<file path="config.mk">
export PLATFORM = sky130hd
export DESIGN_NAME = char_lcd_refresh_scanner_core
export DESIGN_NICKNAME = d
export VERILOG_FILES = /design/src/rtl/clrs_pkg.sv /design/src/rtl/char_lcd_refresh_scanner_core.sv /design/src/rtl/clrs_ram.sv /design/src/rtl/clrs_ctrl.sv /design/src/rtl/clrs_dp.sv
export VERILOG_INCLUDE_DIRS = /design/src /design/src/rtl
export SDC_FILE = /design/constraint.sdc
export NUM_CORES = 1
export LEC_CHECK = 0
export CAP_MARGIN = 20
export CORE_MARGIN = 3
export CORE_UTILIZATION = 45
export CTS_BUF_LIST = sky130_fd_sc_hd__clkbuf_4 sky130_fd_sc_hd__clkbuf_8
export DETAILED_ROUTE_END_ITERATION = 10
export DONT_BUFFER_PORTS = 1
export PLACE_DENSITY = 0.58
export SLEW_MARGIN = 20
export SYNTH_ARGS = -nofsm -noshare
export SYNTH_HDL_FRONTEND = slang
export SYNTH_SLANG_ARGS = --single-unit
</file>
<file path="constraint.sdc">
create_clock -name clk -period 3.8 [get_ports clk]
set_input_delay 0.76 -clock clk [delete_from_list [all_inputs] [get_ports clk]]
set_output_delay 0.76 -clock clk [all_outputs]
set_load 0.1 [all_outputs]
</file>
<file path="src/rtl/char_lcd_refresh_scanner_core_assert.svh">
// Assertion macros shared by the scanner modules.
// Each macro expects clk and rst_n to be visible where it is used.
`ifndef CHAR_LCD_REFRESH_SCANNER_CORE_ASSERT_SVH
`define CHAR_LCD_REFRESH_SCANNER_CORE_ASSERT_SVH

// Same-cycle implication.
`define CLRS_ASSERT_NOW(label, ante, cons, msg) \
  label: assert property (@(posedge clk) disable iff (!rst_n) (ante) |-> (cons)) \
    else $error(msg);

// Next-cycle implication.
`define CLRS_ASSERT_NEXT(label, ante, cons, msg) \
  label: assert property (@(posedge clk) disable iff (!rst_n) (ante) |=> (cons)) \
    else $error(msg);

`endif

</file>
<file path="src/rtl/clrs_pkg.sv">
package clrs_pkg;

  localparam int ROWS       = 4;
  localparam int COLS       = 17;
  localparam int INIT_STEPS = 10;

  localparam int TEXT_COLS = COLS - 1;
  localparam int CELLS     = ROWS * TEXT_COLS;
  localparam int ADDR_W    = (CELLS > 1) ? $clog2(CELLS) : 1;
  localparam int COL_W     = $clog2(COLS);
  localparam int CMP_W     = 7;

  localparam logic [7:0] SPACE_CHAR = 8'h20;
  localparam logic [7:0] DIGIT_BASE = 8'd48;

  localparam logic MODE_TICK = 1'b0;
  localparam logic MODE_LOAD = 1'b1;
  localparam logic RS_CMD    = 1'b0;
  localparam logic RS_DATA   = 1'b1;

  localparam int INIT_TABLE_LEN = 10;
  localparam logic [7:0] INIT_TABLE [INIT_TABLE_LEN] = '{
    8'h30, 8'h30, 8'h30, 8'h38, 8'h10, 8'hC0, 8'h06, 8'h01, 8'h0F, 8'h0D
  };

  localparam int NUM_LINES = 4;
  localparam logic [7:0] LINE_RESET [NUM_LINES] = '{8'h80, 8'hC0, 8'h90, 8'hD0};

  typedef struct packed {
    logic       mode;
    logic [1:0] row_sel;
    logic [3:0] col_sel;
    logic [7:0] char_in;
  } in_item_t;

  typedef struct packed {
    logic       reg_select;
    logic [7:0] lcd_byte;
  } out_item_t;

  typedef struct packed {
    logic tick_go;
    logic load_go;
    logic out_load;
  } ctl_cmd_t;

  typedef enum logic {
    ST_IDLE,
    ST_FETCH
  } ctl_state_t;

endpackage

</file>
<file path="src/rtl/char_lcd_refresh_scanner_core.sv">
// Character LCD refresh scanner: init command sequence, then an endless text scan.
// A tick's result passes the pending registers, beside the registered read of the text
// store RAM, then the output register; a character load gives no result. Sustained
// rate: one load per cycle while idle; a tick blocks input until its result is loaded.
// Synchronous active-low reset restores the line addresses, clears the cursors and
// marks every text cell as a space through per-cell valid bits, with no clearing pass.
module char_lcd_refresh_scanner_core
  import clrs_pkg::*;
(
  input  logic       clk,
  input  logic       rst_n,
  input  logic       in_valid,
  output logic       in_ready,
  input  in_item_t   in_item,
  output logic       out_valid,
  input  logic       out_ready,
  output out_item_t  out_item,
  input  logic       cfg_we,
  input  logic [1:0] cfg_index,
  input  logic [7:0] cfg_wdata
);

  ctl_cmd_t cmd;

  clrs_ctrl u_ctrl (
    .clk      (clk),
    .rst_n    (rst_n),
    .in_valid (in_valid),
    .in_mode  (in_item.mode),
    .in_ready (in_ready),
    .out_valid(out_valid),
    .out_ready(out_ready),
    .cmd      (cmd)
  );

  clrs_dp u_dp (
    .clk      (clk),
    .rst_n    (rst_n),
    .cmd      (cmd),
    .in_item  (in_item),
    .cfg_we   (cfg_we),
    .cfg_index(cfg_index),
    .cfg_wdata(cfg_wdata),
    .out_item (out_item)
  );

endmodule

</file>
<file path="src/rtl/clrs_ram.sv">
module clrs_ram #(
  parameter int WIDTH = 8,
  parameter int DEPTH = 64
) (
  input  logic                                   clk,
  input  logic                                   we,
  input  logic [((DEPTH > 1) ? $clog2(DEPTH) : 1)-1:0] waddr,
  input  logic [WIDTH-1:0]                       wdata,
  input  logic                                   re,
  input  logic [((DEPTH > 1) ? $clog2(DEPTH) : 1)-1:0] raddr,
  output logic [WIDTH-1:0]                       rdata
);

  logic [WIDTH-1:0] mem [DEPTH];
  logic [WIDTH-1:0] rdata_r;

  always_ff @(posedge clk) begin
    if (we) begin
      mem[waddr] <= wdata;
    end
    if (re) begin
      rdata_r <= mem[raddr];
    end
  end

  assign rdata = rdata_r;

endmodule

</file>
<file path="src/rtl/clrs_ctrl.sv">
`include "char_lcd_refresh_scanner_core_assert.svh"

module clrs_ctrl
  import clrs_pkg::*;
(
  input  logic     clk,
  input  logic     rst_n,
  input  logic     in_valid,
  input  logic     in_mode,
  output logic     in_ready,
  output logic     out_valid,
  input  logic     out_ready,
  output ctl_cmd_t cmd
);

  ctl_state_t state_r, state_nxt;
  logic       out_valid_r, out_valid_nxt;

  always_comb begin
    state_nxt = state_r;
    unique case (state_r)
      ST_IDLE: begin
        if (in_valid && (in_mode == MODE_TICK)) begin
          state_nxt = ST_FETCH;
        end
      end
      ST_FETCH: begin
        if (!out_valid_r || out_ready) begin
          state_nxt = ST_IDLE;
        end
      end
      default: state_nxt = ST_IDLE;
    endcase
  end

  always_comb begin
    in_ready     = 1'b0;
    cmd          = '0;
    unique case (state_r)
      ST_IDLE: begin
        in_ready    = 1'b1;
        cmd.tick_go = in_valid && (in_mode == MODE_TICK);
        cmd.load_go = in_valid && (in_mode == MODE_LOAD);
      end
      ST_FETCH: begin
        cmd.out_load = !out_valid_r || out_ready;
      end
      default: begin
        in_ready = 1'b0;
      end
    endcase
  end

  always_comb begin
    out_valid_nxt = out_valid_r;
    if (cmd.out_load) begin
      out_valid_nxt = 1'b1;
    end else if (out_ready) begin
      out_valid_nxt = 1'b0;
    end
  end

  always_ff @(posedge clk) begin
    if (!rst_n) begin
      state_r     <= ST_IDLE;
      out_valid_r <= 1'b0;
    end else begin
      state_r     <= state_nxt;
      out_valid_r <= out_valid_nxt;
    end
  end

  assign out_valid = out_valid_r;

  `CLRS_ASSERT_NEXT(a_tick_enters_fetch, cmd.tick_go, state_r == ST_FETCH, "tick did not enter fetch")
  `CLRS_ASSERT_NEXT(a_load_shows_result, cmd.out_load, out_valid_r, "loaded result not presented")
  `CLRS_ASSERT_NEXT(a_load_stays_idle, cmd.load_go, state_r == ST_IDLE && !cmd.out_load, "character load started a fetch")

endmodule

</file>
<file path="src/rtl/clrs_dp.sv">
`include "char_lcd_refresh_scanner_core_assert.svh"

module clrs_dp
  import clrs_pkg::*;
(
  input  logic       clk,
  input  logic       rst_n,
  input  ctl_cmd_t   cmd,
  input  in_item_t   in_item,
  input  logic       cfg_we,
  input  logic [1:0] cfg_index,
  input  logic [7:0] cfg_wdata,
  output out_item_t  out_item
);

  logic [7:0]       line_r [NUM_LINES];
  logic [3:0]       init_step_r, init_step_nxt;
  logic [1:0]       scan_row_r, scan_row_nxt;
  logic [COL_W-1:0] scan_col_r, scan_col_nxt;
  logic             pad_r, pad_nxt;
  logic [CELLS-1:0] vld_r;

  // Result pending while the store read completes.
  logic       pend_rs_r, pend_rs_nxt;
  logic [7:0] pend_byte_r, pend_byte_nxt;
  logic       pend_ram_r, pend_ram_nxt;
  logic       pend_vld_r, pend_vld_nxt;
  out_item_t  out_item_r;

  logic              wr_en;
  logic [ADDR_W-1:0] wr_addr;
  logic [7:0]        wr_data;
  logic [ADDR_W-1:0] rd_addr;
  logic [7:0]        rd_data;
  logic [3:0]        init_sel;
  logic [1:0]        next_line;
  logic              pad_tmp;

  // Load path: values 1 to 9 become ASCII digits, and a zero pads the rest of the row load.
  always_comb begin
    pad_tmp = (in_item.col_sel == 4'd0) ? 1'b0 : pad_r;
    if (in_item.char_in == 8'd0) begin
      pad_tmp = 1'b1;
    end
    wr_en = cmd.load_go && (CMP_W'(in_item.row_sel) < CMP_W'(ROWS))
            && (CMP_W'(in_item.col_sel) < CMP_W'(TEXT_COLS));
    pad_nxt = wr_en ? pad_tmp : pad_r;
    if (pad_tmp) begin
      wr_data = SPACE_CHAR;
    end else if (in_item.char_in > 8'd9) begin
      wr_data = in_item.char_in;
    end else begin
      wr_data = in_item.char_in + DIGIT_BASE;
    end
    wr_addr = ADDR_W'(ADDR_W'(in_item.row_sel) * ADDR_W'(TEXT_COLS)
              + ADDR_W'(in_item.col_sel));
  end

  // Tick path: init commands first, then the scan of the store.
  always_comb begin
    init_step_nxt = init_step_r;
    scan_row_nxt  = scan_row_r;
    scan_col_nxt  = scan_col_r;
    pend_rs_nxt   = pend_rs_r;
    pend_byte_nxt = pend_byte_r;
    pend_ram_nxt  = pend_ram_r;
    pend_vld_nxt  = pend_vld_r;
    init_sel  = (init_step_r > 4'(INIT_TABLE_LEN - 1)) ? 4'(INIT_TABLE_LEN - 1)
                                                        : init_step_r;
    next_line = (scan_row_r == 2'(ROWS - 1)) ? 2'd0 : scan_row_r + 2'd1;
    rd_addr   = ADDR_W'(ADDR_W'(scan_row_r) * ADDR_W'(TEXT_COLS)
                + ADDR_W'(scan_col_r));
    if (cmd.tick_go) begin
      if (init_step_r < 4'(INIT_STEPS)) begin
        pend_rs_nxt   = RS_CMD;
        pend_byte_nxt = INIT_TABLE[init_sel];
        pend_ram_nxt  = 1'b0;
        init_step_nxt = init_step_r + 4'd1;
      end else if (scan_col_r == COL_W'(COLS - 1)) begin
        // The last cell of a row is the set-address command of the next line.
        pend_rs_nxt   = RS_CMD;
        pend_byte_nxt = line_r[next_line];
        pend_ram_nxt  = 1'b0;
        scan_row_nxt  = next_line;
        scan_col_nxt  = '0;
      end else begin
        pend_rs_nxt  = RS_DATA;
        pend_ram_nxt = 1'b1;
        pend_vld_nxt = vld_r[rd_addr];
        scan_col_nxt = scan_col_r + COL_W'(1);
      end
    end
  end

  clrs_ram #(
    .WIDTH(8),
    .DEPTH(CELLS)
  ) u_text_ram (
    .clk  (clk),
    .we   (wr_en),
    .waddr(wr_addr),
    .wdata(wr_data),
    .re   (cmd.tick_go),
    .raddr(rd_addr),
    .rdata(rd_data)
  );

  always_ff @(posedge clk) begin
    if (!rst_n) begin
      for (int i = 0; i < NUM_LINES; i++) begin
        line_r[i] <= LINE_RESET[i];
      end
      init_step_r <= '0;
      scan_row_r  <= '0;
      scan_col_r  <= '0;
      pad_r       <= 1'b0;
      vld_r       <= '0;
    end else begin
      if (cfg_we) begin
        line_r[cfg_index] <= cfg_wdata;
      end
      init_step_r <= init_step_nxt;
      scan_row_r  <= scan_row_nxt;
      scan_col_r  <= scan_col_nxt;
      pad_r       <= pad_nxt;
      if (wr_en) begin
        vld_r[wr_addr] <= 1'b1;
      end
    end
  end

  always_ff @(posedge clk) begin
    pend_rs_r   <= pend_rs_nxt;
    pend_byte_r <= pend_byte_nxt;
    pend_ram_r  <= pend_ram_nxt;
    pend_vld_r  <= pend_vld_nxt;
    if (cmd.out_load) begin
      out_item_r.reg_select <= pend_rs_r;
      if (pend_ram_r) begin
        out_item_r.lcd_byte <= pend_vld_r ? rd_data : SPACE_CHAR;
      end else begin
        out_item_r.lcd_byte <= pend_byte_r;
      end
    end
  end

  assign out_item = out_item_r;

  `CLRS_ASSERT_NOW(a_col_in_range, 1'b1, scan_col_r <= COL_W'(COLS - 1), "scan column out of range")
  `CLRS_ASSERT_NEXT(a_row_wrap, cmd.tick_go && init_step_r >= 4'(INIT_STEPS) && scan_col_r == COL_W'(COLS - 1), scan_col_r == '0 && !pend_ram_r, "row end did not wrap the scan")
  `CLRS_ASSERT_NEXT(a_init_count, cmd.tick_go && init_step_r < 4'(INIT_STEPS), init_step_r == $past(init_step_r) + 4'd1 && pend_rs_r == RS_CMD, "init step did not advance")

endmodule
</file>
Yosys cells after proc, flatten, opt, wreduce, memory -nomap -nowiden

Memories as Yosys holds them, arrays and structs flattened. A register that Yosys moved wholly into a read port is not among the register bits.
Index checks and enable logic that the tools add are counted.

Register bits: 97
Latch bits: 0
Bits in writable memories: 544
ROM bits: 128
Input bits: 30
Output and inout bits: 11
Word-level logic and storage cells: 86
Memories: 3

$add $sub $neg: 6
Multipliers: 0
Divide/modulo/power cells: 0
Magnitude comparators: 7
Equality and inequality tests: 2
Shift-type cells: 0
Multiplexer cells: 35
Bitwise logic cells: 6
Reduce and logical (&&, ||, !) cells: 15

Memory list:

| memory              | words | width | rd ports | clocked after Yosys merged registers in | wr ports | RTL line       | text |
|---|---|---|---|---|---|---|---|
| u_dp.u_text_ram.mem | 64    | 8     | 1        | 1                                       | 1        | clrs_ram.sv:14 | `logic [WIDTH-1:0] mem [DEPTH];` |
| (name not given)    | 16    | 8     | 1        | 0                                       | 0        | clrs_dp.sv:76  | `pend_byte_nxt = INIT_TABLE[init_sel];` |
| u_dp.line_r         | 4     | 8     | 1        | 0                                       | 4        | clrs_dp.sv:16  | `logic [7:0] line_r [NUM_LINES];` |

Operators by type and width:

| cell                                                                         | count |
|---|---|
| 8-bit two-way mux                                                            | 9 |
| 64-bit bitwise OR                                                            | 1 |
| 1-bit two-way mux                                                            | 18 |
| 6-bit by 7-bit less-than comparator with 1-bit output, second input constant | 2 |
| 8-bit by 6-bit adder with 8-bit output, second input constant                | 1 |
| 8-bit by 4-bit > comparator with 1-bit output, second input constant         | 1 |
| 8-bit logical NOT                                                            | 1 |
| 8-bit OR reduction                                                           | 1 |
| 6-bit by 4-bit adder with 6-bit output                                       | 1 |
| 6-bit by 5-bit adder with 6-bit output                                       | 1 |
| 1-bit binary-select mux with 6-bit select                                    | 1 |
| 1-bit demux with 6-bit select                                                | 1 |
| 6-bit by 1-bit >= comparator with 1-bit output, second input constant        | 1 |
| 2-bit two-way mux                                                            | 3 |
| 2-bit AND reduction                                                          | 3 |
| 3-bit AND reduction                                                          | 2 |
| 5-bit by 1-bit adder with 5-bit output, second input constant                | 1 |
| 5-bit == test, second input constant                                         | 1 |
| 5-bit >= comparator, second input constant                                   | 1 |
| 5-bit two-way mux                                                            | 1 |
| 4-bit inverter with 5-bit output                                             | 1 |
| 4-bit by 1-bit adder with 4-bit output, second input constant                | 1 |
| 4-bit > comparator, second input constant                                    | 1 |
| 4-bit logical NOT                                                            | 1 |
| 10 further kinds                                                             | 16 |

Logic depth before layout (Yosys ltp)

Depth after elaboration: 7
Depth in mapped cells: 12
Depth with buffers taken out: 7

Cells and area by module

A second synthesis with hierarchy kept.

Cell total of the unflattened synthesis: 1493
Area total of the unflattened synthesis: 26181.4 um^2

Modules (own cells, without submodules):

| module    | times used | cells each | area each (um^2) | seq. area each (um^2) |
|---|---|---|---|---|
| clrs_ram  | 1          | 940        | 20246.9          | 15615.0 |
| clrs_dp   | 1          | 542        | 5825.6           | 3052.9 |
| clrs_ctrl | 1          | 11         | 108.9            | 40.0 |

Least setup slack after synthesis

OpenSTA, ideal clock, no wires.

Path type: input port to flip-flop
Start point: input port in_item[11] in the netlist's numbering
End point: memory u_dp.u_text_ram.mem[0][4], data pin
Library setup time: 500 ps
Arrival: 3136 ps
Setup slack: 164 ps
Stages on the path: 4
Cells stage by stage: clkbuf_1 > o41ai_1 > nand2_1 > nor2_1

Word-level cells in the longest chain between the ends: 4

RTL lines:

| element                      | RTL line                            | text |
|---|---|---|
| start, declared              | char_lcd_refresh_scanner_core.sv:14 | `input in_item_t in_item,` |
| 4-bit logical NOT            | clrs_dp.sv:41                       | `pad_tmp = (in_item.col_sel == 4'd0) ? 1'b0 : pad_r;` |
| 1-bit two-way mux            | clrs_dp.sv:41                       |  |
| 1-bit two-way mux            | clrs_dp.sv:42                       | `if (in_item.char_in == 8'd0) begin` |
| 8-bit two-way mux            | clrs_dp.sv:48                       | `if (pad_tmp) begin` |
| via u_dp.u_text_ram.wdata[4] | clrs_ram.sv:8                       | `input logic [WIDTH-1:0] wdata,` |
| end, declared                | clrs_ram.sv:14                      |  |

The timed path passes the listed nets, and every way through them passes these cells.

Final worst setup path

Start point: register u_ctrl.state_r
End point: memory u_dp.u_text_ram.mem[23][3] (enable)

Word-level cells in the longest chain between the ends: 3

RTL lines:

| element                                 | RTL line        | text |
|---|---|---|
| start, declared                         | clrs_ctrl.sv:16 | `ctl_state_t state_r, state_nxt;` |
| start signal, assigned                  | clrs_ctrl.sv:68 | `state_r <= state_nxt;` |
| 2-bit two-way mux                       | clrs_ctrl.sv:39 | `unique case (state_r)` |
| 1-bit two-way mux                       | clrs_ram.sv:18  | `if (we) begin` |
| 1-bit two-way mux (implied by the code) | clrs_ram.sv:19  | `mem[waddr] <= wdata;` |

No other way between the ends.

==> results.cfg <==
[outcome]
outcome = finished clean

[worst_setup_path]
crit_path_end_kind = register
critical-path-top-delay-family = simple AND/OR/NAND/NOR gates
cp.arrival_ps = 3730
crit_buf_inv = 0
worstPathRequired_ps = 4100
crit_type = register to register
start_kind = register
path_cells = nand3b_1 > nor2_1 > nand3_1 > nor2_1
crit_top_cell = nor2_1
cpPeakStageDelay_ps = 1070
worstPathMaxFanout = 9
slowest_stage = nor2_1

[layout]
finalInstanceArea_mm2 = 0.0293
syn_to_final_growth_pct = 14.3
drive_gt1_share_pct = 27.3
fin_cells = 2392
final_nets = 1596

[cts]
clock-sinks = 649
cts_root_buf = clkbuf_8
ctsLongestPathBuffers = 3
post_cts.repair.setup_buffers = 0
clkTransAtPathRegs_ps = 60
htree_num_levels = 3
cts_tree = yes
cts_resized = 0
cts_hold_buf = 0
cts_buffers = 102
clkLatencyLatePin_ps = 680

[die]
die_h_um = 244
ios = 41
die_area_mm2 = 0.0598
fp.dieW_um = 244
rows = 86
coreArea_mm2 = 0.0556
start_util_pct = 46.0

[grt]
gr-total-overflow = 0
track_usage_pct = 21.6
grt_pass1_vias = 14000
grt_max_degree = 76
grt_pass1_wl_mm = 93.6
antenna_found_initial = 1

[sta]
tightestPinTransition_ps = 1130
fmax_ghz = 0.291
post-route-period-util_pct = 90.3
finalHoldViolCount = 0
period_minus_slack_ps = 3430
rsz0062_at_grt = false
fin_ws_ps = 367
drv_slew = 0
setup_viol = 0
relSlewSlack_pct = 25.0
fin_tns_setup_ps = 0
clock-skew-final_ps = 33.5

[yosys]
synthXorXnorAreaFrac_pct = 0.205
yosys.area_share.simple_pct = 4.81
synth_most_common_cell = edfxtp_1
ys_warn_count = 0
async_flop_share_pct = 0
seq_area_frac_synth_pct = 73.1
netlist_area_mm2 = 0.0256
yosys.area_share.adder_pct = 0.391
synth_nets = 1461
synth_cell_types = 51
synth_top_area_share_pct = 67.0
yosys-top-cells-area = edfxtp_1 67%, mux4_2 11%, dfxtp_1 6.1%
synth.avg_cell_area_um2 = 18.0
synth_top_cell_by_area = edfxtp_1
synth_seq_cells = 649
ys_top_cells_by_count = 571 x edfxtp_1, 125 x mux4_2, 111 x nor2_1
synth-main-ff-cell = edfxtp_1
synth_compound_area_share_pct = 5.34
synthMuxAreaShare_pct = 14.3
synth-edff-count = 571
synth_cells = 1423
synth_top_family_by_area = multiplexers

[routing]
drt_iter0_markers = 1323
first_pass_iters = 5
post_drt_wl_per_cell_um = 26.4
ant_nets = 0
viasPerCell = 5.72
detail_route.wirelength_mm = 63.0
drc = 0
via_count = 13700

[place]
hpwl_mm = 39.8
pre_cts_ws_ps = 141
io_buffers = 0
dp.cells = 2202
place_area_mm2 = 0.0271
gpl.final_weighted_congestion = 0.848

[power]
power_mw = 14.2
ir_drop_mv = 0.259
p_per_area_mw_per_mm2 = 486
leakagePower_nw = 9.45

[job]
drv_cap = 0

[min_path]
min_path_type = input pin to register
## layout by cell type, fill, tap and decap left out, types with 4 or more instances in the layout
master and count:
and2_2 6, edfxtp_1 571, ha_1 8, and2_1 22
clkbuf_8 126, nand2_1 72, nor2b_1 6, or2_2 4
clkinv_2 12, clkinv_1 12, o21ai_0 17, o22ai_1 27
o211ai_1 4, and3_1 6, o221ai_1 10, nand2b_1 14
buf_12 10, nor2_1 110, o21a_1 67, a211o_1 7
a211oi_1 15, xnor2_1 4, mux4_2 125, dfxtp_1 74
mux2i_1 61, inv_1 17, a21oi_1 19, nand3_1 8
clkbuf_4 34, nor3b_1 4, buf_4 96, a21o_1 7
nand3b_1 5, mux2_2 21
## cells by family after synthesis
kind of cell,after synthesis
adders and majority gates,8
buffers and inverters,92
AOI/OAI and AO/OA,193
xor gates and xnor gates,6
and+or+nand+nor,268
muxes,207
DFF,649
## routing by layer
metal	vias to the layer above	GRT usage [%]	routed length [µm]
li1	5935	-	-
met1	7120	30.3	27000
met2	552	32.5	28700
met3	83	6.33	5700
met4	2	7.35	1580
met5	-	0	13
## registers in the layout, indices dropped and copies added, names as in the netlist
signal and cells:
u_dp.pend_rs_r 1, u_dp.pend_byte_r 8, u_dp.scan_col_r 5, u_dp.pad_r 1, u_dp.init_step_r 4, u_ctrl.state_r 1, u_dp.u_text_ram.rdata 8, u_dp.vld_r 64
u_dp.u_text_ram.mem 512, u_dp.out_item 9, u_dp.line_r 32, u_ctrl.out_valid 1, u_dp.scan_row_r 2, u_dp.pend_vld_r 1
## where the power goes
part / switching (mW) / total (mW) / internal, mW / leakage, nW
clock network: 2.68 / 6.13 / 3.46 / 1.16
registers: 0.0404 / 7.85 / 7.81 / 5.79
logic: 0.186 / 0.246 / 0.0598 / 2.49
total: 2.90 / 14.2 / 11.3 / 9.45
## path summary, 6_finish.rpt
check	start	to	slack, ps	cells after the start
worst max register to register	u_ctrl.state_r	u_dp.u_text_ram.mem[23][3]	370	4
worst max-delay path	u_ctrl.state_r	u_dp.u_text_ram.mem[23][3]	370	4
worst min-delay path	rst_n	u_dp.vld_r[35]	210	1
worst min register to register	u_dp.vld_r[42]	u_dp.vld_r[42]	460	1
## cell type report
| class | count | area (µm²) |
|---|---|---|
| sequential | 649 | 18700 |
| inverter | 17 | 63.8 |
| clock buffer | 160 | 1990 |
| tap | 748 | 936 |
| multi-input combinational | 682 | 6430 |
| timing repair buffer | 106 | 921 |
| clock inverter | 29 | 189 |
| antenna | 1 | 2.50 |
| fill | 4502 | 26400 |
## stage by stage
step                hold WS [ps]  util, %
finish                       212     52.6
global route                 181     52.6
CTS                          142     52.6
detailed placement           448     48.7
global placement             442     48.7
floorplan                    424        -
No activity file was read; power rests on OpenSTA's default activity.
